### config.mk
export PLATFORM = sky130hd
export DESIGN_NAME = multi_mode_vibration_pattern_generator_core
export DESIGN_NICKNAME = d
export VERILOG_FILES = /design/src/design/mmvpg_pkg.sv /design/src/design/multi_mode_vibration_pattern_generator_core.sv
export SDC_FILE = /design/constraint.sdc
export NUM_CORES = 1
export LEC_CHECK = 0
export BUFFER_PORTS_ARGS = -buffer_cell sky130_fd_sc_hd__buf_2
export CORE_MARGIN = 3
export CORE_UTILIZATION = 45
export CTS_BUF_LIST = sky130_fd_sc_hd__clkbuf_4 sky130_fd_sc_hd__clkbuf_8
export CTS_CLUSTER_SIZE = 12
export DETAILED_ROUTE_END_ITERATION = 8
export GPL_TIMING_DRIVEN = 0
export SLEW_MARGIN = 10
export SYNTH_ARGS = -nofsm -noshare
export SYNTH_HDL_FRONTEND = slang
export SYNTH_SLANG_ARGS = --single-unit
### constraint.sdc
create_clock -name clk -period 14.5 [get_ports clk]
set_input_delay 0.725 -clock clk [delete_from_list [all_inputs] [get_ports clk]]
set_output_delay 0.725 -clock clk [all_outputs]
set_load 0.05 [all_outputs]
### src/design/mmvpg_pkg.sv
`default_nettype none
package mmvpg_pkg;

  localparam int CFG_W = 10;
  localparam int MODE_W = 4;
  localparam int NUM_MODES = 9;

  localparam logic [MODE_W-1:0] MODE_QUIET  = 4'd0;
  localparam logic [MODE_W-1:0] MODE_SINE   = 4'd1;
  localparam logic [MODE_W-1:0] MODE_SQUARE = 4'd2;
  localparam logic [MODE_W-1:0] MODE_TRI    = 4'd3;
  localparam logic [MODE_W-1:0] MODE_NOISE  = 4'd4;
  localparam logic [MODE_W-1:0] MODE_SAW    = 4'd5;
  localparam logic [MODE_W-1:0] MODE_RSAW   = 4'd6;
  localparam logic [MODE_W-1:0] MODE_SOS    = 4'd7;
  localparam logic [MODE_W-1:0] MODE_JITTER = 4'd8;

  localparam logic REG_KEY_HOLDOFF = 1'b0;
  localparam logic REG_TICKS_PER_SEC = 1'b1;

  typedef enum logic [3:0] {
    S_IDLE,
    S_UPDATE,
    S_MODST,
    S_MOD,
    S_FRAC,
    S_WAVE,
    S_SPROD,
    S_SLD,
    S_SDIV,
    S_SFIN,
    S_DMUL,
    S_DLD,
    S_DDIV,
    S_DONE
  } state_t;

  typedef enum logic [2:0] {
    DIV_NONE,
    DIV_MOD,
    DIV_FRAC,
    DIV_SINE
  } div_cmd_t;

endpackage
`default_nettype wire

### src/design/multi_mode_vibration_pattern_generator_core.sv
// Vibration pattern generator: each accepted tick item carries button levels and
// random draws, and yields one result item with the motor duty, the active mode,
// the power level and a mode-change flag. The next tick is accepted only once the
// result of the previous one has been registered; sine mode adds a sine step on
// the divider. One shared restoring divider retires one quotient bit per cycle
// and serves the phase modulo, the phase fraction and the sine evaluation in
// turn; the duty scaling uses a constant reciprocal multiply. A result that has
// not been taken holds the core in its last step.
`default_nettype none
module multi_mode_vibration_pattern_generator_core
  import mmvpg_pkg::*;
#(
  parameter int SINE_TABLE_DEPTH = 256,
  parameter int FRACTION_BITS = 16,
  parameter int LEVEL_STEPS = 10
) (
  input  wire logic              clk,
  input  wire logic              rst,
  input  wire logic              cfg_write,
  input  wire logic              cfg_index,
  input  wire logic [CFG_W-1:0]  cfg_data,
  input  wire logic              in_valid,
  output logic                   in_ready,
  input  wire logic              next_button,
  input  wire logic              up_button,
  input  wire logic              down_button,
  input  wire logic [3:0]        mode_offset,
  input  wire logic              noise_bit,
  input  wire logic [15:0]       new_threshold,
  input  wire logic [15:0]       jitter_threshold,
  input  wire logic [5:0]        duration_seconds,
  input  wire logic [3:0]        period_seconds,
  output logic                   out_valid,
  input  wire logic              out_ready,
  output logic [7:0]             duty,
  output logic [MODE_W-1:0]      active_mode,
  output logic [3:0]             power_level,
  output logic                   mode_changed
);

  localparam int FB = FRACTION_BITS;
  localparam int DEPTH = SINE_TABLE_DEPTH;
  localparam int ONE_W = FB + 1;
  localparam int AW = $clog2(DEPTH + 1);
  localparam int IDXW = $clog2(DEPTH);
  localparam int IPW = FB + AW;
  localparam int PRODW = 2 * AW;
  localparam int PMW = FB + 5;

  localparam int MOD_NB = 17;
  localparam int FRAC_NB = 15 + FB;
  localparam int SNUM_NB = PRODW + 4 + FB;
  localparam int W2 = (FRAC_NB > MOD_NB) ? FRAC_NB : MOD_NB;
  localparam int DIV_W = (SNUM_NB > W2) ? SNUM_NB : W2;

  localparam int SDEN = 5 * DEPTH * DEPTH;
  localparam int SDENW = $clog2(SDEN + 1);
  localparam int DVW = (SDENW > 15) ? SDENW : 15;
  localparam int CNTW = $clog2(DIV_W + 1);

  // Duty scaling: floor(y / LEVEL_STEPS) as (y * RM) >> RK, exact for every y here.
  localparam int YW = $clog2(255 * LEVEL_STEPS + 1);
  localparam int RK = 20;
  localparam int RM = ((1 << RK) + LEVEL_STEPS - 1) / LEVEL_STEPS;
  localparam int RPW = YW + RK;

  localparam logic [ONE_W-1:0] ONE_V = {1'b1, {FB{1'b0}}};
  localparam logic [AW-1:0] DEPTH_V = AW'(DEPTH);
  localparam logic [DVW-1:0] SDEN_V = DVW'(SDEN);
  localparam logic [RPW-1:0] RM_V = RPW'(RM);
  localparam logic [3:0] LEVEL_MAX = 4'(LEVEL_STEPS);

  state_t state, state_next;
  div_cmd_t div_cmd;

  // Configuration and tick state.
  logic [9:0] key_holdoff_ticks, ticks_per_second;
  logic [MODE_W-1:0] mode_reg;
  logic start_pending, jitter_first, changed;
  logic [16:0] elapsed_ticks;
  logic [14:0] period_ticks;
  logic [15:0] duration_ticks, threshold_reg;
  logic [ONE_W-1:0] power_reg;
  logic [3:0] level_reg;
  logic [9:0] key_counter;

  // Latched input item.
  logic b_next, b_up, b_down, b_noise;
  logic [3:0] b_offset, b_period;
  logic [15:0] b_thr, b_jthr;
  logic [5:0] b_dur;

  // Shared divider.
  logic [DIV_W-1:0] div_n, div_q;
  logic [DVW-1:0] div_r, div_d;
  logic [CNTW-1:0] div_cnt;
  logic [DVW:0] div_trial;
  logic div_ge;

  // Sine and duty intermediates.
  logic [AW-1:0] sine_a;
  logic sine_upper;
  logic [PRODW-1:0] sine_prod;
  logic [PMW-1:0] pm;
  logic [PMW+7:0] pm_x255;
  logic [YW-1:0] duty_y;
  logic [RPW-1:0] duty_prod;
  logic [7:0] duty_v;

  always_comb begin
    state_next = state;
    unique case (state)
      S_IDLE:   if (in_valid) state_next = S_UPDATE;
      S_UPDATE: state_next = S_MODST;
      S_MODST:  state_next = S_MOD;
      S_MOD:    if (div_cnt == '0) state_next = S_FRAC;
      S_FRAC:   if (div_cnt == '0) state_next = S_WAVE;
      S_WAVE:   state_next = (mode_reg == MODE_SINE) ? S_SPROD : S_DMUL;
      S_SPROD:  state_next = S_SLD;
      S_SLD:    state_next = S_SDIV;
      S_SDIV:   if (div_cnt == '0) state_next = S_SFIN;
      S_SFIN:   state_next = S_DMUL;
      S_DMUL:   state_next = S_DLD;
      S_DLD:    state_next = S_DDIV;
      S_DDIV:   state_next = S_DONE;
      S_DONE:   if (!out_valid || out_ready) state_next = S_IDLE;
      default:  state_next = S_IDLE;
    endcase
  end

  always_comb begin
    in_ready = 1'b0;
    div_cmd = DIV_NONE;
    unique case (state)
      S_IDLE:  in_ready = 1'b1;
      S_MODST: div_cmd = DIV_MOD;
      S_MOD:   if (div_cnt == '0) div_cmd = DIV_FRAC;
      S_SLD:   div_cmd = DIV_SINE;
      default: div_cmd = DIV_NONE;
    endcase
  end

  always_ff @(posedge clk) begin
    if (rst) state <= S_IDLE;
    else state <= state_next;
  end

  always_ff @(posedge clk) begin
    if (rst) begin
      key_holdoff_ticks <= 10'd50;
      ticks_per_second <= 10'd100;
    end else if (cfg_write) begin
      if (cfg_index == REG_KEY_HOLDOFF) key_holdoff_ticks <= cfg_data;
      if (cfg_index == REG_TICKS_PER_SEC) ticks_per_second <= cfg_data;
    end
  end

  always_ff @(posedge clk) begin
    if (in_valid && in_ready) begin
      b_next <= next_button;
      b_up <= up_button;
      b_down <= down_button;
      b_offset <= mode_offset;
      b_noise <= noise_bit;
      b_thr <= new_threshold;
      b_jthr <= jitter_threshold;
      b_dur <= duration_seconds;
      b_period <= period_seconds;
    end
  end

  // Tick bookkeeping: buttons, mode change and level.
  logic [9:0] kc;
  logic sample, s_next, s_up, s_down, chg;
  logic [3:0] off;
  logic [4:0] msum;
  logic [MODE_W-1:0] mode_new;
  logic [15:0] dur_prod;
  logic [13:0] per_prod;
  logic [15:0] per_x;

  always_comb begin
    kc = (key_counter < 10'd1023) ? key_counter + 10'd1 : key_counter;
    sample = (kc >= key_holdoff_ticks);
    s_next = sample & b_next;
    s_up = sample & b_up;
    s_down = sample & b_down;
    chg = start_pending || s_next || (elapsed_ticks >= {1'b0, duration_ticks});
    off = (b_offset >= 4'(NUM_MODES)) ? b_offset - 4'(NUM_MODES) : b_offset;
    if (off == 4'd0) off = 4'd1;
    msum = {1'b0, mode_reg} + {1'b0, off};
    if (msum >= 5'(NUM_MODES)) msum = msum - 5'(NUM_MODES);
    mode_new = chg ? msum[MODE_W-1:0] : mode_reg;
    dur_prod = 16'(b_dur) * 16'(ticks_per_second);
    per_prod = 14'(b_period) * 14'(ticks_per_second);
    per_x = (mode_new == MODE_JITTER) ? 16'(per_prod) * 16'd3 : 16'(per_prod);
    if (per_x > 16'd32767) per_x = 16'd32767;
    if (per_x == 16'd0) per_x = 16'd1;
  end

  // Wave shaping from the phase fraction.
  logic [FB-1:0] frac;
  logic thr_hit;
  logic [ONE_W:0] tri_v;
  logic [4:0] slot;
  logic sos;
  logic [IPW-1:0] idx_full;
  logic [IDXW-1:0] idx;
  logic [AW:0] q_ext, a_ext;
  logic up_half;

  always_comb begin
    frac = div_q[FB-1:0];
    thr_hit = ({frac, 16'h0000} >= {threshold_reg, {FB{1'b0}}});
    if ({1'b0, frac} <= (ONE_V >> 1)) tri_v = {1'b0, frac, 1'b0};
    else tri_v = {ONE_V, 1'b0} - {1'b0, frac, 1'b0};
    slot = frac[FB-1 -: 5];
    sos = (slot == 5'd0) || (slot == 5'd2) || (slot == 5'd4) ||
          (slot >= 5'd8 && slot < 5'd13) || (slot >= 5'd16 && slot < 5'd21) ||
          (slot >= 5'd24 && slot < 5'd29);
    idx_full = (IPW'(frac) * IPW'(DEPTH)) >> FB;
    idx = idx_full[IDXW-1:0];
    q_ext = (AW+1)'({idx, 1'b0});
    up_half = q_ext < (AW+1)'(DEPTH);
    a_ext = up_half ? q_ext : q_ext - (AW+1)'(DEPTH);
    if (a_ext > (AW+1)'(DEPTH)) a_ext = (AW+1)'(DEPTH);
  end

  // Sine result and duty scaling.
  logic [ONE_W-1:0] s_cap, p_cap;
  logic [ONE_W:0] s_pow;

  always_comb begin
    s_cap = (div_q > DIV_W'(ONE_V)) ? ONE_V : div_q[ONE_W-1:0];
    s_pow = sine_upper ? ({1'b0, ONE_V} + {1'b0, s_cap}) >> 1
                       : ({1'b0, ONE_V} - {1'b0, s_cap}) >> 1;
    p_cap = (power_reg > ONE_V) ? ONE_V : power_reg;
    pm_x255 = ((PMW+8)'(pm) << 8) - (PMW+8)'(pm);
    duty_prod = RPW'(duty_y) * RM_V;
  end

  always_ff @(posedge clk) begin
    if (rst) begin
      mode_reg <= MODE_QUIET;
      start_pending <= 1'b1;
      elapsed_ticks <= '0;
      period_ticks <= 15'd100;
      duration_ticks <= 16'd1000;
      threshold_reg <= 16'd32768;
      jitter_first <= 1'b1;
      power_reg <= '0;
      level_reg <= LEVEL_MAX;
      key_counter <= '0;
      changed <= 1'b0;
    end else begin
      unique case (state)
        S_UPDATE: begin
          key_counter <= sample ? 10'd0 : kc;
          mode_reg <= mode_new;
          changed <= chg;
          if (s_up) begin
            if (level_reg < LEVEL_MAX) level_reg <= level_reg + 4'd1;
          end else if (s_down) begin
            if (level_reg > 4'd0) level_reg <= level_reg - 4'd1;
          end
          if (chg) begin
            threshold_reg <= b_thr;
            duration_ticks <= dur_prod;
            period_ticks <= per_x[14:0];
            elapsed_ticks <= '0;
            start_pending <= 1'b0;
          end
        end
        S_WAVE: begin
          elapsed_ticks <= (elapsed_ticks < 17'h1FFFF) ? elapsed_ticks + 17'd1
                                                       : elapsed_ticks;
          priority case (mode_reg)
            MODE_SINE:   power_reg <= power_reg;
            MODE_SQUARE: power_reg <= thr_hit ? ONE_V : '0;
            MODE_TRI:    power_reg <= tri_v[ONE_W-1:0];
            MODE_NOISE:  if (frac == '0) power_reg <= b_noise ? ONE_V : '0;
            MODE_SAW:    power_reg <= {1'b0, frac};
            MODE_RSAW:   power_reg <= ONE_V - {1'b0, frac};
            MODE_SOS:    power_reg <= sos ? ONE_V : '0;
            MODE_JITTER: begin
              if (jitter_first) begin
                if (thr_hit) begin
                  jitter_first <= 1'b0;
                  power_reg <= ONE_V;
                  threshold_reg <= b_jthr;
                end else begin
                  power_reg <= '0;
                end
              end else if (frac == '0) begin
                jitter_first <= 1'b1;
              end
            end
            default:     power_reg <= '0;
          endcase
        end
        S_SFIN: power_reg <= s_pow[ONE_W-1:0];
        default: begin
        end
      endcase
    end
  end

  always_ff @(posedge clk) begin
    if (state == S_WAVE) begin
      sine_a <= a_ext[AW-1:0];
      sine_upper <= up_half;
    end
    if (state == S_SPROD) sine_prod <= PRODW'(sine_a) * PRODW'(DEPTH_V - sine_a);
    if (state == S_DMUL) pm <= PMW'(p_cap) * PMW'(level_reg);
    if (state == S_DLD) duty_y <= YW'(pm_x255 >> FB);
    if (state == S_DDIV) begin
      duty_v <= ((duty_prod >> RK) > RPW'(255)) ? 8'd255 : duty_prod[RK +: 8];
    end
  end

  // Restoring divider, one quotient bit per cycle.
  always_comb begin
    div_trial = {div_r, div_n[DIV_W-1]};
    div_ge = (div_trial >= {1'b0, div_d});
  end

  always_ff @(posedge clk) begin
    if (rst) begin
      div_cnt <= '0;
    end else begin
      unique case (div_cmd)
        DIV_MOD: begin
          div_n <= DIV_W'(elapsed_ticks) << (DIV_W - MOD_NB);
          div_d <= DVW'(period_ticks);
          div_cnt <= CNTW'(MOD_NB);
        end
        DIV_FRAC: begin
          div_n <= DIV_W'(FRAC_NB'(div_r[14:0]) << FB) << (DIV_W - FRAC_NB);
          div_cnt <= CNTW'(FRAC_NB);
        end
        DIV_SINE: begin
          div_n <= DIV_W'(SNUM_NB'(sine_prod) << (FB + 4)) << (DIV_W - SNUM_NB);
          div_d <= SDEN_V - (DVW'(sine_prod) << 2);
          div_cnt <= CNTW'(SNUM_NB);
        end
        default: begin
          if (div_cnt != '0) begin
            div_n <= div_n << 1;
            div_q <= {div_q[DIV_W-2:0], div_ge};
            div_r <= div_ge ? DVW'(div_trial - {1'b0, div_d}) : div_trial[DVW-1:0];
            div_cnt <= div_cnt - CNTW'(1);
          end
        end
      endcase
      if (div_cmd != DIV_NONE) begin
        div_r <= '0;
        div_q <= '0;
      end
    end
  end

  // Output register.
  always_ff @(posedge clk) begin
    if (rst) begin
      out_valid <= 1'b0;
    end else if (state == S_DONE && (!out_valid || out_ready)) begin
      out_valid <= 1'b1;
    end else if (out_ready) begin
      out_valid <= 1'b0;
    end
  end

  always_ff @(posedge clk) begin
    if (state == S_DONE && (!out_valid || out_ready)) begin
      duty <= duty_v;
      active_mode <= mode_reg;
      power_level <= level_reg;
      mode_changed <= changed;
    end
  end

endmodule
`default_nettype wire

# Yosys cells after proc, flatten, opt, wreduce, memory -nomap -nowiden
# Cells that the tools add are included.
# classes
add_sub_neg	17
mul	6
div	0
magnitude_cmp	23
eq_ne	42
n_shift	0
n_mux	58
n_bitwise	5
reduce_logical	43
# ops
cell	n
2-to-1 mux 17 bit	11
case mux 17 bit (8 select lines)	1
2-to-1 mux 38 bit	3
case mux 38 bit (3 select lines)	1
2-to-1 mux 16 bit	6
case mux 17 bit (2 select lines)	2
2-to-1 mux 19 bit	3
2-to-1 mux 4 bit	14
case mux 4 bit (14 select lines)	1
greater-than comparator 38 x 17 -> 1 bit (second input constant)	1
case mux 19 bit (2 select lines)	1
== test 4 x 3 -> 1 bit (second input constant)	8
== test 4 bit (second input constant)	8
greater-or-equal comparator 32 bit	1
logical NOT 16 bit	2
case mux 16 bit (2 select lines)	1
2-to-1 mux 10 bit	3
multiplier 12 x 16 -> 28 bit (second input constant)	1
subtractor 28 x 21 -> 28 bit	1
multiplier 17 x 4 -> 21 bit	1
greater-or-equal comparator 20 x 19 -> 1 bit	1
!= test 2 bit (second input constant)	10
subtractor 19 bit	1
subtractor 19 bit (first input constant)	1
65 further kinds	111
# totals
ff_bits	383
latch_bits	0
ram_bits	0
rom_bits	0
inputBits	66
out_inout_bits	19
n_memories	0

# Depth between registers and ports, before layout
# Gate-level depths: netlist (run 1).
# depth
ltp_word	14
depth_mapped	26

# Worst setup path before layout (run 1)
# Ideal clock, no wire load.
# synth_timing
path_type	register to register
from	reg sine_a[1]
to	reg sine_prod[17] (data pin)
t_arrival_ns	5.368
setup_slack_ns	8.872
path_stages_with_launch	26
n_path_buf	0
cell_sequence	edfxtp_1 -> inv_1 -> ha_1 -> ha_1 -> nor2b_1 -> fa_1 -> inv_1 -> fa_1 -> inv_1 -> ha_1 -> inv_1 -> fa_1 -> inv_1 -> ha_1 -> ha_1 -> fa_1 -> a21o_1 -> a21oi_1 -> o21bai_1 -> a21oi_1 -> nor2b_1 -> o21a_1 -> o21ai_0 -> nand2b_1 -> a21oi_1 -> xnor2_1
# synth_between
elab_chain_len	2
# synth_lines
element	line_no	rtl
start: declaration	multi_mode_vibration_pattern_generator_core.sv:101	logic [AW-1:0] sine_a;
start signal: assignment	multi_mode_vibration_pattern_generator_core.sv:310	sine_a <= a_ext[AW-1:0];
subtractor 9 x 9 -> 10 bit	multi_mode_vibration_pattern_generator_core.sv:313	if (state == S_SPROD) sine_prod <= PRODW'(sine_a) * PRODW'(DEPTH_V - sine_a);
multiplier 10 x 10 -> 18 bit *	multi_mode_vibration_pattern_generator_core.sv:313	
end signal: assignment	multi_mode_vibration_pattern_generator_core.sv:313	
end: declaration	multi_mode_vibration_pattern_generator_core.sv:103	logic [PRODW-1:0] sine_prod;
# Mark *: on every way between the ends. The rest lies on a longest branch, timed or not.
# A chain may end at the register's enable or synchronous reset.

# Worst setup path after layout (run 1)
# Same ends and word-level chain as after synthesis.

==> impl_metrics.py, run 1 <==
metrics = {
    "placed_design": {
        "place.gp.congestion": 0.894,
        "hpwl_mm": 54.7,
        "io_buffers": 83,
        "placed_cell_area_um2": 30200,
    },
    "sta": {
        "rsz0062_at_grt": "no",
        "worstMarginPinSlew_ns": 1.24,
        "fin_worst_skew_ns": 0.0453,
        "finalSetupTns_ns": 0,
        "fmax_mhz": 157,
        "setup_viol": 0,
        "slew_headroom_pct": 17.0,
        "period_minus_slack_ns": 6.37,
        "hold_violations": 0,
        "maxSlewViolCount": 0,
        "fin_crit_sh_pct": 43.9,
    },
    "worst_setup_path": {
        "critPathKind": "flop to flop",
        "endpoint_kind": "flop",
        "reg2regPathDepth": 25,
        "crit_path_end": "sine_prod[17]",
        "r2r_setup_slack_ns": 8.13,
        "critPathMaxFanout": 11,
        "required_ns": 14.86,
        "cp.arrival_ns": 6.73,
        "timing.rr.start": "sine_a[1]",
        "r2r-end": "sine_prod[17]",
        "start_kind": "flop",
        "crit_start": "sine_a[1]",
    },
    "detailed_routing": {
        "highest_layer": "met4",
        "met3_length_mm": 3.49,
        "vias_per_cell": 5.35,
        "postRouteWirelength_mm": 69.3,
        "route.detailed.drc": 0,
        "m1WireLength_mm": 32.4,
        "antenna_left": 0,
        "drtPass1Iterations": 7,
        "wl_met2_mm": 31.9,
        "wire_per_inst_um": 17.0,
        "drt-initial-drc-count": 1380,
        "vias": 21823,
    },
    "die": {
        "fp.dieH_um": 258,
        "io_pins": 85,
        "die_x_um": 258,
        "start_util_pct": 45.9,
        "dieArea_um2": 66400,
        "num_rows": 91,
        "core-area_um2": 62200,
    },
    "global_routing": {
        "grtUsageTotal_pct": 21.0,
        "antenna_found_initial": 3,
        "grt-ovfl-total": 0,
        "grt_first_pass_wirelength_mm": 114,
        "grt_max_degree": 36,
        "grt_pass1_vias": 22292,
    },
    "pwr": {
        "p_leak_nw": 13.9,
        "cellPowerDensity_nw_per_um2": 141,
        "peakVddDrop_v": 0.0000927,
    },
    "logic_synthesis": {
        "synth-simple-area-share_pct": 16.6,
        "synth_cell_types": 82,
        "synthCells": 3012,
        "yosys-mux-area-fraction_pct": 2.56,
        "ys_ff_latch": 358,
        "ys_dominant_reg_cell": "edfxtp_1",
        "syn-cell-area_um2": 28500,
        "synth_edf_count": 225,
        "synth-async-reset-ratio_pct": 0,
        "synth_area_leaders": "edfxtp_1 24%, ha_1 13%, fa_1 11%",
        "avgSynthCellArea_um2": 9.47,
        "synth_compound_gate_area_share_pct": 12.0,
        "synth_top_area_share_pct": 23.7,
        "synth_top_family_by_area": "adder cells",
        "synth_common_cells": "378 x inv_1, 304 x ha_1, 281 x nand2_1, 225 x edfxtp_1, 208 x nor2_1",
        "yosys.area_share.xor_xnor_pct": 4.54,
        "yosys_warnings": 0,
        "synthAdderAreaFrac_pct": 24.7,
        "synth_most_common_cell": "inv_1",
        "synth_top_area_cell": "edfxtp_1",
        "ys_seq_area_share_pct": 33.0,
    },
    "final_layout": {
        "final_net_count": 3718,
        "regMostFlops": "div_q",
        "reg_top3": "div_q (38), pm (21)",
        "largest_reg_flops": 38,
        "final_util_pct": 50.9,
        "drive_gt1_share_pct": 8.21,
        "design_area_um2": 31600,
        "areaGrowthSynthToFinish_pct": 10.9,
    },
    "cts": {
        "cts_tree": "built",
        "clk_pin_slew_worst_paths_ns": 0.06,
        "cts_hold_buf": 0,
        "root_buffer": "clkbuf_8",
        "cts_inserted_buffers": 68,
        "clk_latency_ns": 0.63,
        "cts_resized": 0,
        "cts_htree_levels": 3,
        "cts_sinks": 358,
        "postCtsSetupBuffers": 0,
        "clockBufferDepth": 3,
    },
    "hold_path": {
        "hp-class": "input port to flop",
        "holdPathStages": 1,
    },
    "outcome": {
        "status": "finished clean",
    },
    "job": {
        "cap_violations": 0,
    },
}
## metal layers
| layer | up-vias | track usage [%] |
|---|---|---|
| met5 | - | 0 |
| met4 | 0 | 6.39 |
| met3 | 99 | 3.04 |
| met2 | 536 | 34.5 |
| met1 | 10478 | 28.9 |
| li1 | 10710 | - |
## logic make-up after synthesis
kind of cell / after synthesis
AO/OA/AOI/OAI: 518
XOR/XNOR: 147
adder cells (fa/ha/maj): 466
buffers and inverters: 493
flip-flops: 358
multiplexers: 71
other: 2
AND/OR/NAND/NOR: 957
## critical path, stage by stage (launching register included)
cell and delay (ns):
edfxtp_1 0.61, inv_1 0.22, ha_1 0.28, ha_1 0.41
nor2b_1 0.10, fa_1 0.56, inv_1 0.06, fa_1 0.50
inv_1 0.04, ha_1 0.26, inv_1 0.05, fa_1 0.54
inv_1 0.04, ha_1 0.29, ha_1 0.23, fa_1 0.41
a21o_1 0.20, a21oi_1 0.21, o21bai_1 0.09, a21oi_1 0.23
nor2b_1 0.08, o21a_1 0.19, o21ai_0 0.15, nand2b_1 0.07
a21oi_1 0.17, xnor2_1 0.10
## stage by stage
| step | setup WS, ns | hold slack, ns | std cells | total power, W |
|---|---|---|---|---|
| after detailed placement | 8.20 | 0.406 | 3953 | 0.00341 |
| after global routing | 7.79 | 0.222 | 4078 | 0.00480 |
| after CTS | 8.13 | 0.205 | 4077 | 0.00449 |
| after global placement | 7.46 | 0.402 | 3946 | 0.00334 |
| final | 8.13 | 0.267 | 4078 | 0.00446 |
| after floorplan | 8.87 | 0.400 | 3026 | 0.00291 |
## where the power goes
group,switching [W],internal [W],total (W)
sequential,0.000144,0.00136,0.00150
combinational,0.00113,0.000772,0.00190
clock,0.000444,0.000604,0.00105
## cells in the final DEF (no fill, tap or decap), drive strengths merged, types with 61 or more instances in the layout
cell type	netlist	routed
nor2	209	209
o21ai	89	89
edfxtp	225	225
dfxtp	133	133
ha	304	304
buf	14	104
clkbuf	100	202
a21oi	159	159
nor2b	61	61
xnor2	110	110
nand2	281	281
inv	379	381
fa	162	162
and2	133	133
## worst min path at each step
stage | slack (ns) | endpoint | from
5_1_grt | 0.22 | b_down | down_button
3_3_place_gp | 0.40 | duty[0] | duty_v[0]
4_1_cts | 0.20 | b_thr[2] | new_threshold[2]
6_report | 0.27 | b_thr[9] | new_threshold[9]
2_1_floorplan | 0.40 | duty[0] | duty_v[0]
3_5_place_dp | 0.41 | duty[0] | duty_v[0]
## layout make-up
type,count,area (um^2)
Fill cell,5863,30500
Multi-Input combinational cell,2175,17300
Sequential cell,358,9420
Inverter,379,1420
Clock buffer,102,1280
Tap cell,837,1050
Timing Repair Buffer,90,524
Buffer,114,445
Clock inverter,22,164
Antenna cell,1,2.50
Power figures use the tool's default switching activity.
==> run 2: changes to the inputs <==
--- a/config.mk
+++ b/config.mk
@@ -5,6 +5,7 @@
 export SDC_FILE = /design/constraint.sdc
 export NUM_CORES = 1
 export LEC_CHECK = 0
+export ABC_AREA = 1
 export BUFFER_PORTS_ARGS = -buffer_cell sky130_fd_sc_hd__buf_2
 export CORE_MARGIN = 3
 export CORE_UTILIZATION = 45
==> constraint.sdc (replaced) <==
create_clock -name clk -period 5.4 [get_ports clk]
set_input_delay 0.27 -clock clk [delete_from_list [all_inputs] [get_ports clk]]
set_output_delay 0.27 -clock clk [all_outputs]
set_load 0.05 [all_outputs]
==> run 2 against run 1 <==
  * Power increased to 3.5 times the previous value
  * Flip-flop and latch count unchanged
  * Count of clock-buffer cells in the layout decreased by 2
  * Largest power group unchanged
  * Highest routed layer unchanged
  * Clock power increased to 2.8 times the previous value
  * Global-route usage increased by 1.2 points
  * First-iteration DRC count increased by 27%
  * Sequential share of layout area decreased by 1.6 points
  * Utilization increased by 1.6 points
  * Largest cell class unchanged
  * Via count increased by 11%
  * Register-to-register slack got worse by 8.1 ns
  * Setup slack got worse by 8.1 ns
  * Synthesized cell count increased by 20%
==> impl_metrics.py, run 2 <==
metrics = {
    "sta": {
        "fin_crit_sh_pct": 99.5,
        "maxSlewViolCount": 0,
        "fmax_mhz": 186,
        "worstMarginPinSlew_ns": 1.09,
        "hold_violations": 0,
        "slew_headroom_pct": 27.1,
        "fin_worst_skew_ns": 0.0460,
        "rsz0062_at_grt": "yes",
        "period_minus_slack_ns": 5.37,
        "setup_viol": 0,
    },
    "worst_setup_path": {
        "endpoint_kind": "flop",
        "critPathKind": "flop to flop",
        "cpPeakStageDelay_ns": 0.54,
        "slowest_stage": "fa_1",
        "required_ns": 5.80,
        "start_kind": "flop",
        "cp.arrival_ns": 5.77,
        "critPathMaxFanout": 4,
        "crit_top_cell": "inv_1",
    },
    "logic_synthesis": {
        "yosys_warnings": 0,
        "ys_ff_latch": 358,
        "synth_area_leaders": "edfxtp_1 23%, ha_1 13%, fa_1 11%",
        "synth_edf_count": 225,
        "synth_top_area_cell": "edfxtp_1",
        "synth_most_common_cell": "nand2_1",
        "ys_dominant_reg_cell": "edfxtp_1",
        "synth_common_cells": "726 x nand2_1, 673 x inv_1, 304 x ha_1, 285 x nor2_1, 254 x a21oi_1",
        "avgSynthCellArea_um2": 8.09,
        "synth_top_area_share_pct": 23.0,
        "synth-async-reset-ratio_pct": 0,
        "synthCells": 3626,
        "syn-cell-area_um2": 29300,
        "ys_seq_area_share_pct": 32.1,
        "synth_cell_types": 69,
    },
    "hold_path": {
        "hp-class": "input port to flop",
    },
    "die": {
        "die_x_um": 261,
        "dieArea_um2": 68300,
        "start_util_pct": 46.0,
        "num_rows": 92,
        "fp.dieH_um": 261,
        "core-area_um2": 63800,
        "io_pins": 85,
    },
    "global_routing": {
        "grt_first_pass_wirelength_mm": 122,
        "antenna_found_initial": 1,
        "grt_pass1_vias": 23450,
        "grt_max_degree": 26,
        "grt-ovfl-total": 0,
        "grtUsageTotal_pct": 22.2,
    },
    "pwr": {
        "peakVddDrop_v": 0.000256,
        "power.total_w": 0.0158,
        "p_leak_nw": 16.3,
        "cellPowerDensity_nw_per_um2": 471,
    },
    "cts": {
        "cts_htree_levels": 3,
        "clk_latency_ns": 0.67,
        "cts_sinks": 358,
        "clockBufferDepth": 3,
        "cts_tree": "built",
        "root_buffer": "clkbuf_8",
        "cts_inserted_buffers": 69,
        "clk_pin_slew_worst_paths_ns": 0.06,
    },
    "placed_design": {
        "hpwl_mm": 58.0,
        "place.gp.congestion": 0.912,
        "io_buffers": 83,
    },
    "job": {
        "cap_violations": 0,
    },
    "detailed_routing": {
        "postRouteWirelength_mm": 74.7,
        "drt-initial-drc-count": 1759,
        "drtPass1Iterations": 6,
        "antenna_left": 0,
        "wire_per_inst_um": 15.6,
        "vias": 24152,
        "route.detailed.drc": 0,
        "vias_per_cell": 5.04,
    },
    "final_layout": {
        "areaGrowthSynthToFinish_pct": 14.2,
        "largest_reg_flops": 38,
        "final_common_cell": "nand2_1",
        "drive_gt1_share_pct": 9.56,
        "reg_top3": "div_q (38), pm (21)",
        "final_cell_mix": "725 x nand2_1, 671 x inv_1, 298 x ha_1, 280 x nor2_1, 247 x a21oi_1",
        "multi_input_area_um2": 17100,
        "nFillCells": 6162,
        "final_net_count": 4422,
        "regMostFlops": "div_q",
        "final_util_pct": 52.5,
        "register_area_um2": 9420,
    },
    "outcome": {
        "status": "finished clean",
    },
}
==> run 2: cell count changes after synthesis, sizes merged, moves of 40 or more <==
| cell | change |
|---|---|
| a21oi | +99 |
| and2 | -133 |
| inv | +318 |
| mux2i | -48 |
| nand2 | +458 |
| nand2b | -40 |
| nand3 | +72 |
| nor2 | +90 |
| nor2b | -61 |
| o21ai | +110 |
| xnor2 | -77 |
==> run 2: per-layer routing <==
metal | track usage, % | vias to the layer above | wire length, um
met1 | 31.7 | 11208 | 36300
met2 | 35.3 | 535 | 33200
met4 | 5.90 | 0 | 1550
met3 | 3.49 | 105 | 3650
met5 | 0 | - | 0
li1 | - | 12304 | -
==> run 2: cell type report <==
| cell class | instances | area share, % |
|---|---|---|
| Antenna cell | 1 | 0.00747 |
| Clock inverter | 24 | 0.665 |
| Buffer | 88 | 1.20 |
| Clock buffer | 100 | 3.72 |
| Tap cell | 846 | 3.16 |
| Multi-Input combinational cell | 2488 | 51.1 |
| Sequential cell | 358 | 28.1 |
| Timing Repair Buffer | 185 | 4.20 |
| Inverter | 700 | 7.87 |
==> run 2: critical path, delay by kind of cell (launching register included) <==
| family | cells | cell delay (ns) |
|---|---|---|
| xor+xnor | 1 | 0.08 |
| simple gates | 5 | 0.46 |
| flops | 1 | 0.35 |
| compound gates | 6 | 0.78 |
| fa+ha+maj | 8 | 2.85 |
| buf+inv | 7 | 0.62 |
==> run 2: report_power, final <==
| part | switching [W] | internal, W |
|---|---|---|
| clock | 0.00125 | 0.00167 |
| combinational | 0.00518 | 0.00318 |
| sequential | 0.000504 | 0.00399 |
==> run 2: repair_timing <==
item                       CTS  global route
resized for setup           13            25
buffers inserted            12            16
hold buffers                61             0
pin swaps                    5            31
hold endpoints to repair    70             0
setup endpoints to repair    5            20
==> run 2: worst paths after layout <==
| check | start | to | slack, ns | depth (start not counted) |
|---|---|---|---|---|
| min | cfg_write | key_holdoff_ticks[1] | 0.09 | 5 |
| min reg2reg | duty_v[3] | duty[3] | 0.42 | 0 |
| max reg2reg | sine_a[2] | sine_prod[16] | 0.03 | 27 |
| max | sine_a[2] | sine_prod[16] | 0.03 | 27 |
==> run 2: per-stage QoR <==
stage	std cells	setup WS (ns)	hold slack, ns	TNS (ns)	area [um^2]
after floorplan	3640	0.0288	0.369	0	29400
after global placement	4569	-1.59	0.401	-167.74	30900
after detailed placement	4582	-0.441	0.405	-0.957	31100
after CTS	4779	-0.0553	0.0137	-0.0881	33300
after global routing	4790	-0.342	0.0665	-0.859	33500
final	4790	0.0271	0.0913	0	33500
==> run 2: cells by family after synthesis <==
kind of cell / share of synthesized area [%]
compound gates: 11.4
xor+xnor: 2.99
fa+ha+maj: 24.0
buf+inv: 10.3
flops: 32.1
mux: 0.277
other cells: 0.0256
simple gates: 18.8
